$ cat src/design/fphs_pkg.sv
// Shared types and constants for the framed H.264 parameter-set splitter.
// Depends on nothing; every other design file imports it.
package fphs_pkg;

    // Package header layout
    localparam int HEADER_BYTES = 32;
    localparam int WIN_BYTES    = 5;
    localparam int MAX_RES      = 6;

    // Header word positions (32-bit words, little endian)
    localparam logic [2:0] HW_FLAG   = 3'd2;
    localparam logic [2:0] HW_FORMAT = 3'd4;
    localparam logic [2:0] HW_WIDTH  = 3'd5;
    localparam logic [2:0] HW_HEIGHT = 3'd6;
    localparam logic [2:0] HW_SIZE   = 3'd7;

    // Result kinds
    localparam logic [1:0] KIND_PARAM  = 2'd0;
    localparam logic [1:0] KIND_VIDEO  = 2'd1;
    localparam logic [1:0] KIND_EMPTY  = 2'd2;
    localparam logic [1:0] KIND_BROKEN = 2'd3;

    // Configuration register indexes
    localparam logic [1:0] CFG_FORMAT      = 2'd0;
    localparam logic [1:0] CFG_FLAG        = 2'd1;
    localparam logic [1:0] CFG_MAX_PAYLOAD = 2'd2;

    localparam logic [31:0] RST_FORMAT      = 32'd7;
    localparam logic [31:0] RST_FLAG        = 32'd2;
    localparam logic [22:0] RST_MAX_PAYLOAD = 23'h400000;

    // Input request
    typedef struct packed {
        logic [7:0] data_byte;
        logic       chunk_end;
        logic       abort;
    } src_t;

    // Output request
    typedef struct packed {
        logic [7:0]  out_byte;
        logic [1:0]  kind;
        logic        unit_last;
        logic [31:0] frame_width;
        logic [31:0] frame_height;
    } res_t;

    // Configuration seen by the parser
    typedef struct packed {
        logic [31:0] accepted_format;
        logic [31:0] expected_flag;
        logic [22:0] max_payload;
    } cfg_t;

    // One result slot inside a bundle
    typedef struct packed {
        logic [7:0] ent_byte;
        logic [1:0] ent_kind;
        logic       ent_last;
    } ent_t;

    // All results caused by one input byte
    typedef struct packed {
        logic [2:0]               count;
        ent_t [MAX_RES-1:0]       ent;
        logic [31:0]              width;
        logic [31:0]              height;
    } bundle_t;

endpackage

$ cat src/design/framed_h264_param_set_splitter_core.sv
// Registers on the result path: bundle queue, current-bundle register, output register.
// Throughput: one input byte per cycle unless the queue is full; results leave at one
// per cycle unless res_stall is high, so a byte releasing six results holds the output
// while the bundle queue (QUEUE_DEPTH bundles) keeps taking input until it fills.
// Reset: rst_n clears parser, queue and output state; configuration returns to defaults.
module framed_h264_param_set_splitter_core
    import fphs_pkg::*;
#(
    parameter int QUEUE_DEPTH = 4
)
(
    input  logic        clk,
    input  logic        rst_n,
    input  logic        src_valid,
    output logic        src_stall,
    input  src_t        src_data,
    output logic        res_valid,
    input  logic        res_stall,
    output res_t        res_data,
    input  logic        cfg_valid,
    output logic        cfg_ready,
    input  logic [1:0]  cfg_index,
    input  logic [31:0] cfg_data
);

    cfg_t    cfg_reg;
    logic    q_full;
    logic    push;
    bundle_t push_data;
    logic    pop;
    bundle_t head;
    logic    head_valid;

    assign cfg_ready = 1'b1;

    // Configuration registers
    always_ff @(posedge clk or negedge rst_n)
    begin
        if (!rst_n)
        begin
            cfg_reg.accepted_format <= RST_FORMAT;
            cfg_reg.expected_flag   <= RST_FLAG;
            cfg_reg.max_payload     <= RST_MAX_PAYLOAD;
        end
        else if (cfg_valid && cfg_ready)
        begin
            case (cfg_index)
                CFG_FORMAT:      cfg_reg.accepted_format <= cfg_data;
                CFG_FLAG:        cfg_reg.expected_flag   <= cfg_data;
                CFG_MAX_PAYLOAD: cfg_reg.max_payload     <= cfg_data[22:0];
                default:         ;
            endcase
        end
    end

    fphs_front u_front (
        .clk       (clk),
        .rst_n     (rst_n),
        .src_valid (src_valid),
        .src_data  (src_data),
        .src_stall (src_stall),
        .cfg       (cfg_reg),
        .q_full    (q_full),
        .push      (push),
        .push_data (push_data)
    );

    fphs_queue #(
        .DEPTH (QUEUE_DEPTH)
    ) u_queue (
        .clk        (clk),
        .rst_n      (rst_n),
        .push       (push),
        .push_data  (push_data),
        .full       (q_full),
        .pop        (pop),
        .head       (head),
        .head_valid (head_valid)
    );

    fphs_back u_back (
        .clk        (clk),
        .rst_n      (rst_n),
        .head       (head),
        .head_valid (head_valid),
        .pop        (pop),
        .res_valid  (res_valid),
        .res_stall  (res_stall),
        .res_data   (res_data)
    );

endmodule

$ cat src/design/fphs_front.sv
// Front end: header parse, payload classification and the five-byte window.
// Emits at most one bundle of up to six results per byte. Depends on fphs_pkg.
module fphs_front
    import fphs_pkg::*;
(
    input  logic    clk,
    input  logic    rst_n,
    input  logic    src_valid,
    input  src_t    src_data,
    output logic    src_stall,
    input  cfg_t    cfg,
    input  logic    q_full,
    output logic    push,
    output bundle_t push_data
);

    typedef enum logic [1:0] {
        MODE_UNDEC = 2'd0,
        MODE_PARAM = 2'd1,
        MODE_VIDEO = 2'd2,
        MODE_DROP  = 2'd3
    } mode_t;

    logic [5:0]  hdr_cnt_reg, hdr_cnt_next;
    logic [31:0] flag_reg, flag_next;
    logic [31:0] fmt_reg, fmt_next;
    logic [31:0] width_reg, width_next;
    logic [31:0] height_reg, height_next;
    logic [31:0] size_reg, size_next;
    logic [22:0] pay_cnt_reg, pay_cnt_next;
    logic [7:0]  win_reg [WIN_BYTES];
    logic [7:0]  win_next [WIN_BYTES];
    logic [2:0]  fill_reg, fill_next;
    mode_t       mode_reg, mode_next;
    logic        discard_reg, discard_next;

    logic        accept;
    bundle_t     bnd;
    logic [7:0]  b;
    logic        pend;
    logic [4:0]  idx;
    logic [7:0]  sh [WIN_BYTES];

    function automatic logic is_start(input logic [7:0] a, input logic [7:0] c,
                                      input logic [7:0] d, input logic [7:0] e);
        return (a == 8'h00) && (c == 8'h00) && (d == 8'h00) && (e == 8'h01);
    endfunction

    function automatic logic is_ps(input logic [7:0] t);
        return (t[4:0] == 5'd7) || (t[4:0] == 5'd8);
    endfunction

    assign src_stall = q_full;
    assign accept    = src_valid && !q_full;
    assign b         = src_data.data_byte;
    assign idx       = hdr_cnt_reg[4:0];
    assign push      = accept && (bnd.count != 3'd0);
    assign push_data = bnd;

    // Per-byte parse and classification
    always_comb
    begin
        hdr_cnt_next = hdr_cnt_reg;
        flag_next    = flag_reg;
        fmt_next     = fmt_reg;
        width_next   = width_reg;
        height_next  = height_reg;
        size_next    = size_reg;
        pay_cnt_next = pay_cnt_reg;
        win_next     = win_reg;
        fill_next    = fill_reg;
        mode_next    = mode_reg;
        discard_next = discard_reg;
        bnd          = '0;
        pend         = 1'b0;
        for (int i = 0; i < WIN_BYTES; i++)
        begin
            sh[i] = 8'h00;
        end

        if (src_data.abort)
        begin
            hdr_cnt_next = '0;
            flag_next    = '0;
            fmt_next     = '0;
            width_next   = '0;
            height_next  = '0;
            size_next    = '0;
            pay_cnt_next = '0;
            for (int i = 0; i < WIN_BYTES; i++)
            begin
                win_next[i] = 8'h00;
            end
            fill_next    = '0;
            mode_next    = MODE_UNDEC;
            discard_next = 1'b0;
        end
        else if (discard_reg)
        begin
            if (src_data.chunk_end)
            begin
                discard_next = 1'b0;
            end
        end
        else if (hdr_cnt_reg < 6'(HEADER_BYTES))
        begin
            // Header byte: gather little-endian words
            if (idx == 5'd0)
            begin
                flag_next   = '0;
                fmt_next    = '0;
                width_next  = '0;
                height_next = '0;
                size_next   = '0;
            end
            case (idx[4:2])
                HW_FLAG:   flag_next[{idx[1:0], 3'b000} +: 8]   = b;
                HW_FORMAT: fmt_next[{idx[1:0], 3'b000} +: 8]    = b;
                HW_WIDTH:  width_next[{idx[1:0], 3'b000} +: 8]  = b;
                HW_HEIGHT: height_next[{idx[1:0], 3'b000} +: 8] = b;
                HW_SIZE:   size_next[{idx[1:0], 3'b000} +: 8]   = b;
                default:   ;
            endcase
            hdr_cnt_next = hdr_cnt_reg + 6'd1;
            if (hdr_cnt_next == 6'(HEADER_BYTES))
            begin
                if ((flag_next != cfg.expected_flag) ||
                    (size_next > {9'd0, cfg.max_payload}))
                begin
                    bnd.count  = 3'd1;
                    bnd.ent[0] = '{ent_byte: 8'h00, ent_kind: KIND_BROKEN, ent_last: 1'b0};
                    hdr_cnt_next = '0;
                    discard_next = !src_data.chunk_end;
                end
                else
                begin
                    pay_cnt_next = '0;
                    fill_next    = '0;
                    mode_next    = (fmt_next == cfg.accepted_format) ? MODE_UNDEC : MODE_DROP;
                    if (size_next == 32'd0)
                    begin
                        if (fmt_next == cfg.accepted_format)
                        begin
                            bnd.count  = 3'd1;
                            bnd.ent[0] = '{ent_byte: 8'h00, ent_kind: KIND_EMPTY,
                                           ent_last: 1'b1};
                        end
                        hdr_cnt_next = '0;
                        mode_next    = MODE_UNDEC;
                    end
                end
            end
        end
        else
        begin
            // Payload byte
            pay_cnt_next = pay_cnt_reg + 23'd1;
            pend         = ({9'd0, pay_cnt_next} >= size_reg);
            case (mode_reg)
                MODE_VIDEO:
                begin
                    bnd.count  = 3'd1;
                    bnd.ent[0] = '{ent_byte: b, ent_kind: KIND_VIDEO, ent_last: pend};
                end
                MODE_UNDEC:
                begin
                    win_next[fill_reg] = b;
                    fill_next          = fill_reg + 3'd1;
                    if ((fill_next == 3'(WIN_BYTES)) || pend)
                    begin
                        if ((fill_next == 3'(WIN_BYTES)) && !pend &&
                            is_start(win_next[0], win_next[1], win_next[2], win_next[3]) &&
                            is_ps(win_next[4]))
                        begin
                            mode_next = MODE_PARAM;
                        end
                        else
                        begin
                            // Not a parameter-set lead-in: flush as video
                            bnd.count = fill_next;
                            for (int i = 0; i < WIN_BYTES; i++)
                            begin
                                if (3'(i) < fill_next)
                                begin
                                    bnd.ent[i] = '{ent_byte: win_next[i], ent_kind: KIND_VIDEO,
                                                   ent_last: pend && (3'(i + 1) == fill_next)};
                                end
                            end
                            fill_next = '0;
                            mode_next = MODE_VIDEO;
                        end
                    end
                end
                MODE_PARAM:
                begin
                    if (is_start(win_reg[1], win_reg[2], win_reg[3], win_reg[4]) && !is_ps(b))
                    begin
                        // Start code of a video NAL: close the parameter-set unit
                        bnd.count  = 3'd6;
                        bnd.ent[0] = '{ent_byte: win_reg[0], ent_kind: KIND_PARAM,
                                       ent_last: 1'b1};
                        for (int i = 1; i < WIN_BYTES; i++)
                        begin
                            bnd.ent[i] = '{ent_byte: win_reg[i], ent_kind: KIND_VIDEO,
                                           ent_last: 1'b0};
                        end
                        bnd.ent[5] = '{ent_byte: b, ent_kind: KIND_VIDEO, ent_last: pend};
                        fill_next  = '0;
                        mode_next  = MODE_VIDEO;
                    end
                    else
                    begin
                        // Release oldest byte, shift the new one in
                        bnd.ent[0] = '{ent_byte: win_reg[0], ent_kind: KIND_PARAM,
                                       ent_last: 1'b0};
                        for (int i = 0; i < WIN_BYTES - 1; i++)
                        begin
                            sh[i] = win_reg[i + 1];
                        end
                        sh[WIN_BYTES - 1] = b;
                        win_next = sh;
                        if (pend)
                        begin
                            bnd.count = 3'd6;
                            if (is_start(sh[1], sh[2], sh[3], sh[4]))
                            begin
                                bnd.ent[1] = '{ent_byte: sh[0], ent_kind: KIND_PARAM,
                                               ent_last: 1'b1};
                                for (int i = 1; i < WIN_BYTES; i++)
                                begin
                                    bnd.ent[i + 1] = '{ent_byte: sh[i], ent_kind: KIND_VIDEO,
                                                       ent_last: (i == WIN_BYTES - 1)};
                                end
                            end
                            else
                            begin
                                for (int i = 0; i < WIN_BYTES; i++)
                                begin
                                    bnd.ent[i + 1] = '{ent_byte: sh[i], ent_kind: KIND_PARAM,
                                                       ent_last: (i == WIN_BYTES - 1)};
                                end
                            end
                            fill_next = '0;
                        end
                        else
                        begin
                            bnd.count = 3'd1;
                        end
                    end
                end
                default: ;
            endcase
            if (pend)
            begin
                hdr_cnt_next = '0;
                fill_next    = '0;
                mode_next    = MODE_UNDEC;
            end
        end

        bnd.width  = width_next;
        bnd.height = height_next;
    end

    // Parser state
    always_ff @(posedge clk or negedge rst_n)
    begin
        if (!rst_n)
        begin
            hdr_cnt_reg <= '0;
            flag_reg    <= '0;
            fmt_reg     <= '0;
            width_reg   <= '0;
            height_reg  <= '0;
            size_reg    <= '0;
            pay_cnt_reg <= '0;
            for (int i = 0; i < WIN_BYTES; i++)
            begin
                win_reg[i] <= 8'h00;
            end
            fill_reg    <= '0;
            mode_reg    <= MODE_UNDEC;
            discard_reg <= 1'b0;
        end
        else if (accept)
        begin
            hdr_cnt_reg <= hdr_cnt_next;
            flag_reg    <= flag_next;
            fmt_reg     <= fmt_next;
            width_reg   <= width_next;
            height_reg  <= height_next;
            size_reg    <= size_next;
            pay_cnt_reg <= pay_cnt_next;
            win_reg     <= win_next;
            fill_reg    <= fill_next;
            mode_reg    <= mode_next;
            discard_reg <= discard_next;
        end
    end

endmodule

$ cat src/design/fphs_queue.sv
// Small bundle queue between the parser and the result serializer.
// Depends on fphs_pkg for the bundle type.
module fphs_queue
    import fphs_pkg::*;
#(
    parameter int DEPTH = 4
)
(
    input  logic    clk,
    input  logic    rst_n,
    input  logic    push,
    input  bundle_t push_data,
    output logic    full,
    input  logic    pop,
    output bundle_t head,
    output logic    head_valid
);

    localparam int AW = (DEPTH > 1) ? $clog2(DEPTH) : 1;
    localparam int CW = $clog2(DEPTH + 1);

    bundle_t        mem [DEPTH];
    logic [AW-1:0]  wr_ptr_reg, wr_ptr_next;
    logic [AW-1:0]  rd_ptr_reg, rd_ptr_next;
    logic [CW-1:0]  cnt_reg, cnt_next;
    logic           do_pop;

    assign full       = (cnt_reg == CW'(DEPTH));
    assign head_valid = (cnt_reg != '0);
    assign head       = mem[rd_ptr_reg];
    assign do_pop     = pop && head_valid;

    // Pointer and fill bookkeeping
    always_comb
    begin
        wr_ptr_next = wr_ptr_reg;
        rd_ptr_next = rd_ptr_reg;
        cnt_next    = cnt_reg;
        if (push)
        begin
            wr_ptr_next = (wr_ptr_reg == AW'(DEPTH - 1)) ? '0 : wr_ptr_reg + AW'(1);
        end
        if (do_pop)
        begin
            rd_ptr_next = (rd_ptr_reg == AW'(DEPTH - 1)) ? '0 : rd_ptr_reg + AW'(1);
        end
        if (push && !do_pop)
        begin
            cnt_next = cnt_reg + CW'(1);
        end
        else if (!push && do_pop)
        begin
            cnt_next = cnt_reg - CW'(1);
        end
    end

    always_ff @(posedge clk or negedge rst_n)
    begin
        if (!rst_n)
        begin
            wr_ptr_reg <= '0;
            rd_ptr_reg <= '0;
            cnt_reg    <= '0;
        end
        else
        begin
            wr_ptr_reg <= wr_ptr_next;
            rd_ptr_reg <= rd_ptr_next;
            cnt_reg    <= cnt_next;
        end
    end

    // Entry storage
    always_ff @(posedge clk)
    begin
        if (push)
        begin
            mem[wr_ptr_reg] <= push_data;
        end
    end

endmodule

$ cat src/design/fphs_back.sv
// Result serializer: walks each bundle and presents one result per cycle while
// res_stall is low, through a registered output stage. Depends on fphs_pkg.
module fphs_back
    import fphs_pkg::*;
(
    input  logic    clk,
    input  logic    rst_n,
    input  bundle_t head,
    input  logic    head_valid,
    output logic    pop,
    output logic    res_valid,
    input  logic    res_stall,
    output res_t    res_data
);

    bundle_t    cur_reg;
    logic       cur_valid_reg;
    logic [2:0] idx_reg;
    logic       res_valid_reg;
    res_t       res_data_reg;

    logic       out_free;
    logic       take;
    logic       last_ent;
    ent_t       sel;

    assign out_free = !res_valid_reg || !res_stall;
    assign take     = cur_valid_reg && out_free;
    assign last_ent = (idx_reg == cur_reg.count - 3'd1);
    assign pop      = head_valid && (!cur_valid_reg || (take && last_ent));
    assign sel      = cur_reg.ent[idx_reg];

    assign res_valid = res_valid_reg;
    assign res_data  = res_data_reg;

    // Current bundle and slot index
    always_ff @(posedge clk or negedge rst_n)
    begin
        if (!rst_n)
        begin
            cur_valid_reg <= 1'b0;
            idx_reg       <= '0;
        end
        else if (pop)
        begin
            cur_valid_reg <= 1'b1;
            idx_reg       <= '0;
        end
        else if (take)
        begin
            cur_valid_reg <= !last_ent;
            idx_reg       <= last_ent ? 3'd0 : idx_reg + 3'd1;
        end
    end

    always_ff @(posedge clk)
    begin
        if (pop)
        begin
            cur_reg <= head;
        end
    end

    // Output register
    always_ff @(posedge clk or negedge rst_n)
    begin
        if (!rst_n)
        begin
            res_valid_reg <= 1'b0;
        end
        else if (out_free)
        begin
            res_valid_reg <= take;
        end
    end

    always_ff @(posedge clk)
    begin
        if (take)
        begin
            res_data_reg.out_byte     <= sel.ent_byte;
            res_data_reg.kind         <= sel.ent_kind;
            res_data_reg.unit_last    <= sel.ent_last;
            res_data_reg.frame_width  <= cur_reg.width;
            res_data_reg.frame_height <= cur_reg.height;
        end
    end

endmodule

$ cat config.mk
export PLATFORM = sky130hd
export DESIGN_NAME = framed_h264_param_set_splitter_core
export DESIGN_NICKNAME = d
export VERILOG_FILES = /design/src/design/fphs_pkg.sv /design/src/design/framed_h264_param_set_splitter_core.sv /design/src/design/fphs_front.sv /design/src/design/fphs_queue.sv /design/src/design/fphs_back.sv
export SDC_FILE = /design/constraint.sdc
export NUM_CORES = 1
export LEC_CHECK = 0
export BUFFER_PORTS_ARGS = -buffer_cell sky130_fd_sc_hd__buf_4
export CORE_MARGIN = 5
export CORE_UTILIZATION = 50
export DETAILED_ROUTE_END_ITERATION = 8
export PLACE_DENSITY = 0.75
export SYNTH_ARGS = -nofsm -noshare
export SYNTH_HDL_FRONTEND = slang
export SYNTH_SLANG_ARGS = --single-unit
$ cat constraint.sdc
create_clock -name clk -period 11.4 [get_ports clk]
set_clock_uncertainty 0.2 [all_clocks]
set_input_delay 1.71 -clock clk [delete_from_list [all_inputs] [get_ports clk]]
set_output_delay 1.71 -clock clk [all_outputs]
set_load 0.02 [all_outputs]
==> flow_summary.rst, run 1 <==
.. list-table::
   :header-rows: 1

   * - Metric
     - Value
   * - Final WS setup
     - approximately 3.8 ns
   * - Worst reg2reg path startpoint
     - u_front.pay_cnt_reg[0]$_DFFE_PN0P_
   * - Post-route antenna net violation count
     - 0
   * - Internal power contribution
     - 6.963 mW
   * - Initial detailed-routing violation count
     - 3574
   * - Top post-synthesis cells by area
     - edfxtp_1 (47%), dfrtp_1 (18%), mux4_2 (6.7%)
   * - # setup viols final
     - 0
   * - Pre-CTS worst setup slack
     - 3.876 ns
   * - Initial antenna violation count
     - 7
   * - Transition time at the pin with the least slew margin
     - 1.254 ns
   * - Sequential group share of total power
     - between 40% and 50%
   * - Time the final worst path needs with I/O delays and setup
     - between 7 and 8 ns
   * - Run status
     - finished, final reports clean
   * - Clock latency on the worst-skew pair
     - between 0.7 and 0.8 ns
   * - Max FO, Critical Path
     - just under 60
   * - Routed length per instance
     - 25.28 um
   * - Total I/O pin count
     - between 100 and 150
   * - Number of standard-cell rows in the floorplan
     - between 100 and 150
   * - All-Layer GR Usage
     - approximately a quarter
   * - Netlist Area Pre-Place
     - roughly 46000 sq um
   * - Vias in the first global route
     - roughly 29k
   * - First-pass GRT wire length
     - between 150000 and 200000 um
   * - Sequential-to-total area share from yosys stat
     - 65.28%
   * - Number of buffers created by CTS
     - between 100 and 150
   * - Detailed-route vias per instance
     - ~6.3
   * - Power per unit of standard cell area
     - roughly 190 nW/um^2
   * - Worst min path class
     - flip-flop to flip-flop
   * - Critical path class
     - flip-flop to flip-flop
   * - Net switching share of the total power
     - between 20 and 30%
   * - Critical hold path startpoint
     - u_back.cur_reg[8]$_DFFE_PP_
   * - Floorplan core area
     - between 90000 and 100000 sq um
   * - Timing startpoint of the critical path
     - u_front.pay_cnt_reg[0]$_DFFE_PN0P_
   * - Number of port buffers
     - ~130
   * - Max-slew violations
     - 0
   * - Die X-Extent
     - 312.3 um
   * - DR pass1 iterations
     - 9
   * - Largest voltage drop on the vdd net
     - 0.0001339 V
   * - Number of violations of the max-capacitance limit
     - 0
   * - Yosys warnings
     - 0
   * - Placer Congestion
     - 0.9560
   * - Unique masters post-synth
     - 83
   * - Terminating pin of the worst hold path
     - u_back.res_data[8]$_DFFE_PP_
   * - End of the worst register-to-register path
     - u_queue.mem[0][64]$_DFFE_PP_
   * - Share of final-layout standard cells stronger than drive strength 1
     - between 10% and 20%
   * - DIE AREA
     - 97560 sq um
   * - Number of flip-flops and latches in the synthesized netlist
     - approximately 1.0k
   * - Total clock sinks
     - 1049
   * - Arrival time of the worst setup path
     - between 7 and 8 ns
   * - Number of buffers inserted for hold repair after clock tree synthesis
     - 0
   * - Maximum number of pins on one net before global-route repair
     - 161
   * - Number of cell instances on the worst register-to-register path
     - 20
   * - Final-stage net count
     - around 3.5k
   * - Period utilization
     - approximately two thirds
   * - Number of filler instances in the final layout
     - about 7.0k
   * - CP startpoint kind
     - flip-flop
   * - FFs w/ async S/R, synth
     - a little under a third
   * - Cell depth of the worst hold path
     - 0
   * - Clk pwr share
     - 35.4%
   * - Power dissipated by switching net loads
     - 2.856 mW
   * - Setup repair bufs after CTS
     - 0
   * - Number of remaining DRC errors
     - 0
   * - Leading post-synthesis cells by instance count
     - edfxtp_1 (715), nand2_1 (479), dfrtp_1 (329), nor2_1 (188), clkbuf_1 (166)
   * - Hold Fails Final Rpt
     - 0
   * - Static Leak
     - 18.05 nW
   * - Synth top area share
     - roughly 47%
   * - Flip-flop cell with the highest count after synthesis
     - edfxtp_1
   * - Quantity of gates resized following cts
     - 0
   * - Number of buffers on the longest clock path
     - 3
   * - H-tree level count
     - 3
   * - Final Routed Wirelength
     - between 100000 and 150000 um
   * - Global-route congestion overflow total
     - 0
   * - Overall die height
     - about 310 um
   * - Number of instances in the synthesized netlist
     - roughly 3.3k
   * - Nets in the synthesized netlist
     - ~3.4k
   * - Average instance area after synthesis
     - approximately 14 sq um
   * - Clock transition time at the flip-flop clock pins of the worst setup and hold paths
     - about 0.060 ns
   * - Vias
     - a little under 30k
   * - Starting Density
     - about half
   * - Setup repair after global routing missed its margin
     - no
   * - Cell with the most instances after synthesis
     - edfxtp_1
   * - Final HPWL from detailed placement
     - 74790 um
   * - Proportion of power drawn by combinational gates
     - 18.0%
   * - CP endpoint kind
     - flip-flop
   * - Number of synthesized flops with an enable pin
     - about 720
   * - Rel. slew slack
     - between 10% and 20%
   * - Register-to-register path setup slack
     - 3.79 ns
   * - CTS root buffer
     - clkbuf_16
   * - Final TNS setup
     - 0 ns
   * - Achievable Freq
     - around 130 MHz
   * - Required time at the worst-slack endpoint
     - around 12 ns
   * - Cell type with the largest total area after synthesis
     - edfxtp_1
   * - Max FFs per register
     - 512
   * - Clock tree from TritonCTS
     - done
   * - Layout area overhead
     - 12.48%
## final cells by class
type | count | area, sq um | share of cell area [%]
Antenna cell | 1 | 2.502 | 0.004867
Clock buffer | 136 | 2821 | 5.488
Clock inverter | 59 | 708.2 | 1.377
Inverter | 78 | 295.3 | 0.5744
Multi-Input combinational cell | 2002 | 14890 | 28.97
Sequential cell | 1049 | 29840 | 58.05
Tap cell | 1176 | 1471 | 2.862
Timing Repair Buffer | 179 | 1376 | 2.677
## worst max path at each step
stage                              endpoint  slack [ns]  cells past startpoint
5_1_grt        u_queue.mem[0][96]$_DFFE_PP_        3.28                     20
2_1_floorplan   u_queue.mem[0][0]$_DFFE_PP_        3.24                     21
6_report       u_queue.mem[0][64]$_DFFE_PP_        3.79                     20
4_1_cts        u_queue.mem[0][64]$_DFFE_PP_        3.86                     20
3_3_place_gp    u_queue.mem[0][1]$_DFFE_PP_        3.96                     14
3_5_place_dp    u_queue.mem[0][1]$_DFFE_PP_        3.88                     14
## layout by cell type (no fill, tap or decap), drive strengths merged, types with 14 or more instances in the layout
cell,synthesis,final
o21ai,178,178
and2,34,34
ha,65,65
xnor2,39,39
a31oi,14,14
o31ai,33,33
a22oi,77,77
mux2i,42,42
dfrtp,329,329
mux4,136,136
a22o,40,40
edfxtp,715,715
nand2,479,479
a21oi,85,85
nor4bb,28,28
a32oi,29,29
mux2,98,98
nor4,20,20
clkbuf,166,136
nor3,36,36
nand4,27,27
inv,78,80
and3,48,48
clkinv,0,39
nor2,188,188
nand3,38,38
xor2,41,41
buf,38,179
## layer usage
metal / vias up / global-route usage [%] / wire length (um)
met1: 14803 / 33.83 / 48200
met3: 266 / 4.280 / 10180
met4: 10 / 7.837 / 4011
li1: 12756 / - / -
met2: 1534 / 38.27 / 55870
met5: - / 0 / 66
## power by group through the flow
stage / clock network [mW] / logic [mW] / registers (mW)
2_1_floorplan: 0 / 1.22 / 4.54
3_3_place_gp: 0 / 1.74 / 4.64
3_5_place_dp: 0 / 1.76 / 4.65
4_1_cts: 3.54 / 1.77 / 4.57
5_1_grt: 3.70 / 1.89 / 4.60
6_report: 3.48 / 1.77 / 4.57
## stage by stage
stage | power (mW) | std cells | utilization, % | cell area (sq um) | hold slack, ns
floorplan | 5.763 | 3333 | - | 45710 | 0.2003
global placement | 6.383 | 4484 | 52.94 | 47870 | 0.2034
detailed placement | 6.403 | 4484 | 52.95 | 47880 | 0.2045
CTS | 9.880 | 4679 | 56.85 | 51410 | 0.1962
global route | 10.19 | 4679 | 56.85 | 51410 | 0.2028
finish | 9.820 | 4680 | 56.85 | 51410 | 0.1921
## kinds of logic after synthesis
group | count (synthesis) | synth area share, %
multiplexers | 276 | 10.04
other | 1 | 0.008205
buffers and inverters | 282 | 2.360
AND/OR/NAND/NOR | 992 | 10.33
XOR/XNOR | 80 | 1.533
adder cells (fa/ha/maj) | 66 | 1.823
AO/OA/AOI/OAI | 587 | 8.634
flip-flops | 1049 | 65.28
## worst max-delay path, cell delays in order, from the launching register on
cell and delay (ns):
dfrtp_1 0.41, ha_1 0.23, and3_1 0.26, nand3_1 0.17, nor2_1 0.31, nand3_1 0.23
nor2_1 0.35, nand2_1 0.13, or3_1 0.37, xnor2_1 0.16, ha_1 0.29, and4b_1 0.22
nand2_1 0.06, o22a_1 0.15, a21boi_0 0.72, nor2_1 0.41, a211oi_1 0.30, o21ai_0 0.15
a41oi_1 0.63, and2_4 0.61, buf_4 0.78
No activity file was read; power rests on OpenSTA's default activity.
==> run 2, diff against run 1 <==
--- a/config.mk
+++ b/config.mk
@@ -9,7 +9,7 @@
 export CORE_MARGIN = 5
 export CORE_UTILIZATION = 50
 export DETAILED_ROUTE_END_ITERATION = 8
-export PLACE_DENSITY = 0.75
+export PLACE_DENSITY = 0.78
 export SYNTH_ARGS = -nofsm -noshare
 export SYNTH_HDL_FRONTEND = slang
 export SYNTH_SLANG_ARGS = --single-unit
==> constraint.sdc (replaced) <==
create_clock -name clk -period 6.7 [get_ports clk]
set_clock_uncertainty 0.2 [all_clocks]
set_input_delay 1.005 -clock clk [delete_from_list [all_inputs] [get_ports clk]]
set_output_delay 1.005 -clock clk [all_outputs]
set_load 0.02 [all_outputs]
==> run 2 against run 1 <==
Global-route usage shrank 0.18 points. Wire length down 0.78%. Die area stayed put. Critical path type unchanged. Power rose by 69%. Sequential share of layout area shrank 0.16 points. Cell area grew 0.27%. Sequential power up 68%. Register-to-register slack worse by 3.1 ns. First-iteration DRC count increased by 4.0%. Largest cell class unchanged. Combinational power rose by 79%. Non-clock buffer count increased by 31.
==> flow_summary.rst, run 2 (same netlist as run 1, synthesis figures left out) <==
.. list-table::
   :header-rows: 1

   * - Metric
     - Value
   * - Final HPWL from detailed placement
     - between 70000 and 80000 um
   * - Number of buffers inserted for hold repair after clock tree synthesis
     - 0
   * - Time the final worst path needs with I/O delays and setup
     - approximately 6.0 ns
   * - Overall die height
     - between 300 and 400 um
   * - Vias in the first global route
     - 29.28k
   * - Number of buffers on the longest clock path
     - 3
   * - Max FFs per register
     - between 500 and 600
   * - Global-route congestion overflow total
     - 0
   * - CP startpoint kind
     - flip-flop
   * - Detailed-route vias per instance
     - approximately 6.3
   * - Rel. slew slack
     - ~18%
   * - Number of port buffers
     - ~130
   * - Period utilization
     - around nine tenths
   * - Achievable Freq
     - between 150 and 200 MHz
   * - CP endpoint kind
     - flip-flop
   * - Routed length per instance
     - ~25 um
   * - Critical path class
     - flip-flop to flip-flop
   * - DIE AREA
     - a little under 100000 sq um
   * - Hold Fails Final Rpt
     - 0
   * - DR pass1 iterations
     - 6
   * - Worst min path class
     - input port to async pin
   * - # setup viols final
     - 0
   * - Antenna diode count
     - 0
   * - Number of violations of the max-capacitance limit
     - 0
   * - Max-slew violations
     - 0
   * - CTS root buffer
     - clkbuf_16
   * - Initial detailed-routing violation count
     - around 3.7k
   * - Floorplan core area
     - between 90000 and 100000 sq um
   * - Max FO, Critical Path
     - 12
   * - Die X-Extent
     - 312.3 um
   * - Final-stage net count
     - between 3k and 4k
   * - Power per unit of standard cell area
     - about 320 nW/um^2
   * - Number of buffers created by CTS
     - 102
   * - Final core utilization
     - ~57%
   * - Total I/O pin count
     - between 100 and 150
   * - Arrival time of the worst setup path
     - roughly 6.4 ns
   * - Final Routed Wirelength
     - roughly 120000 um
   * - Post-route antenna net violation count
     - 0
   * - Register-to-register path setup slack
     - 0.67 ns
   * - Commonest non-fill, non-tap cells in the layout
     - edfxtp_1 (715), nand2_1 (479), dfrtp_1 (327), buf_4 (199), nor2_1 (186)
   * - End of the worst register-to-register path
     - u_queue.cnt_reg[2]$_DFFE_PN0P_
   * - Largest voltage drop on the vdd net
     - around 0.00021 V
   * - Total clock sinks
     - about 1.0k
   * - Run status
     - finished, final reports clean
   * - Setup repair after global routing missed its margin
     - no
   * - All-Layer GR Usage
     - a little under a quarter
   * - Required time at the worst-slack endpoint
     - approximately 7.1 ns
   * - Transition time at the pin with the least slew margin
     - approximately 1.2 ns
   * - Clock transition time at the flip-flop clock pins of the worst setup and hold paths
     - roughly 0.06 ns
   * - Final Total Pwr
     - ~17 mW
   * - Number of cell instances on the worst register-to-register path
     - 25
   * - Static Leak
     - approximately 18 nW
   * - Initial antenna violation count
     - 3
   * - Maximum number of pins on one net before global-route repair
     - 160
   * - H-tree level count
     - 3
   * - Clock latency on the worst-skew pair
     - ~0.7 ns
   * - Number of remaining DRC errors
     - 0
   * - Placer Congestion
     - 0.9407
   * - Number of standard-cell rows in the floorplan
     - 110
   * - Starting Density
     - 50.55%
   * - Share of final-layout standard cells stronger than drive strength 1
     - between 10% and 20%
   * - Clock tree from TritonCTS
     - done
   * - Most common cell after layout, fill and taps aside
     - edfxtp_1
   * - Worst reg2reg path startpoint
     - u_front.pay_cnt_reg[0]$_DFFE_PN0P_
   * - Layout area overhead
     - 12.79%
   * - First-pass GRT wire length
     - 180500 um
   * - Vias
     - just under 30k
[run 2: changes by cell type in the layout (fill, tap and decap cells not counted), sizes merged]
cell	change
buf	+31
clkinvlp	-4
diode	-1
clkinv	-3
inv	-1
bufinv	-4
clkbuf	+10
[run 2: per-stage QoR]
stage	hold WS (ns)	std cells	instance area, sq um	setup TNS, ns	setup WS [ns]
floorplan	0.2003	3333	45710	-31.78	-0.06209
global placement	0.2019	4515	48210	0	0.5774
detailed placement	0.2045	4515	48210	0	0.5706
CTS	0.1086	4708	51550	0	0.5547
global route	0.1559	4708	51550	0	0.009232
finish	0.1218	4708	51550	0	0.6657
[run 2: worst max-delay path, cell delays in order (launching register included)]
cell      delay (ns)
dfrtp_1         0.41
ha_1            0.24
and3_1          0.25
nand3_1         0.17
nor2_1          0.32
nand3_1         0.22
nor2_1          0.14
buf_4           0.15
nand2_1         0.07
or3_1           0.38
xnor2_1         0.15
ha_1            0.27
and4b_1         0.22
and2_1          0.16
nand4_1         0.10
o22ai_1         0.38
nor2_1          0.31
a211oi_1        0.26
o21ai_0         0.15
a41oi_1         0.29
ha_1            0.23
inv_1           0.07
fa_1            0.43
xor2_1          0.17
nor2_1          0.11
xor2_1          0.15
[run 2: metal layers]
layer	vias to the layer above	track usage (%)	share of wire, %
met5	-	0	0.032
met4	6	7.399	3.6
met3	318	5.082	9.2
met2	1614	38.45	48
met1	15022	32.75	39
li1	12826	-	-
[run 2: worst max path at each step]
stage | start | to | slack, ns | cells past startpoint
2_1_floorplan | u_front.hdr_cnt_reg[0]$_DFFE_PN0P_ | u_queue.mem[3][0]$_DFFE_PP_ | -0.06 | 21
3_3_place_gp | u_front.pay_cnt_reg[0]$_DFFE_PN0P_ | u_queue.cnt_reg[2]$_DFFE_PN0P_ | 0.58 | 25
3_5_place_dp | u_front.pay_cnt_reg[0]$_DFFE_PN0P_ | u_queue.cnt_reg[2]$_DFFE_PN0P_ | 0.57 | 25
4_1_cts | u_front.pay_cnt_reg[0]$_DFFE_PN0P_ | u_queue.cnt_reg[2]$_DFFE_PN0P_ | 0.55 | 25
5_1_grt | u_front.pay_cnt_reg[0]$_DFFE_PN0P_ | u_queue.cnt_reg[2]$_DFFE_PN0P_ | 0.009 | 25
6_report | u_front.pay_cnt_reg[0]$_DFFE_PN0P_ | u_queue.cnt_reg[2]$_DFFE_PN0P_ | 0.67 | 25
[run 2: where the power goes]
part,switching [mW],internal (mW)
clock network,2.49,3.20
registers,0.334,7.35
logic,2.01,1.17
[run 2: cell type report]
class	instances	area (sq um)
repair buffers	210	1709
inverters	78	295.3
flip-flops and latches	1049	29840
fillers	6882	38870
clock inverters	47	515.5
clock buffers	146	2830
well taps	1176	1471
multi-input cells	2002	14890
[run 2: what timing repair did]
| action | 4_1_cts | 5_1_grt |
|---|---|---|
| gates resized for setup | 0 | 1 |
| endpoints found under the setup margin | 0 | 277 |
| setup buffers | 0 | 0 |
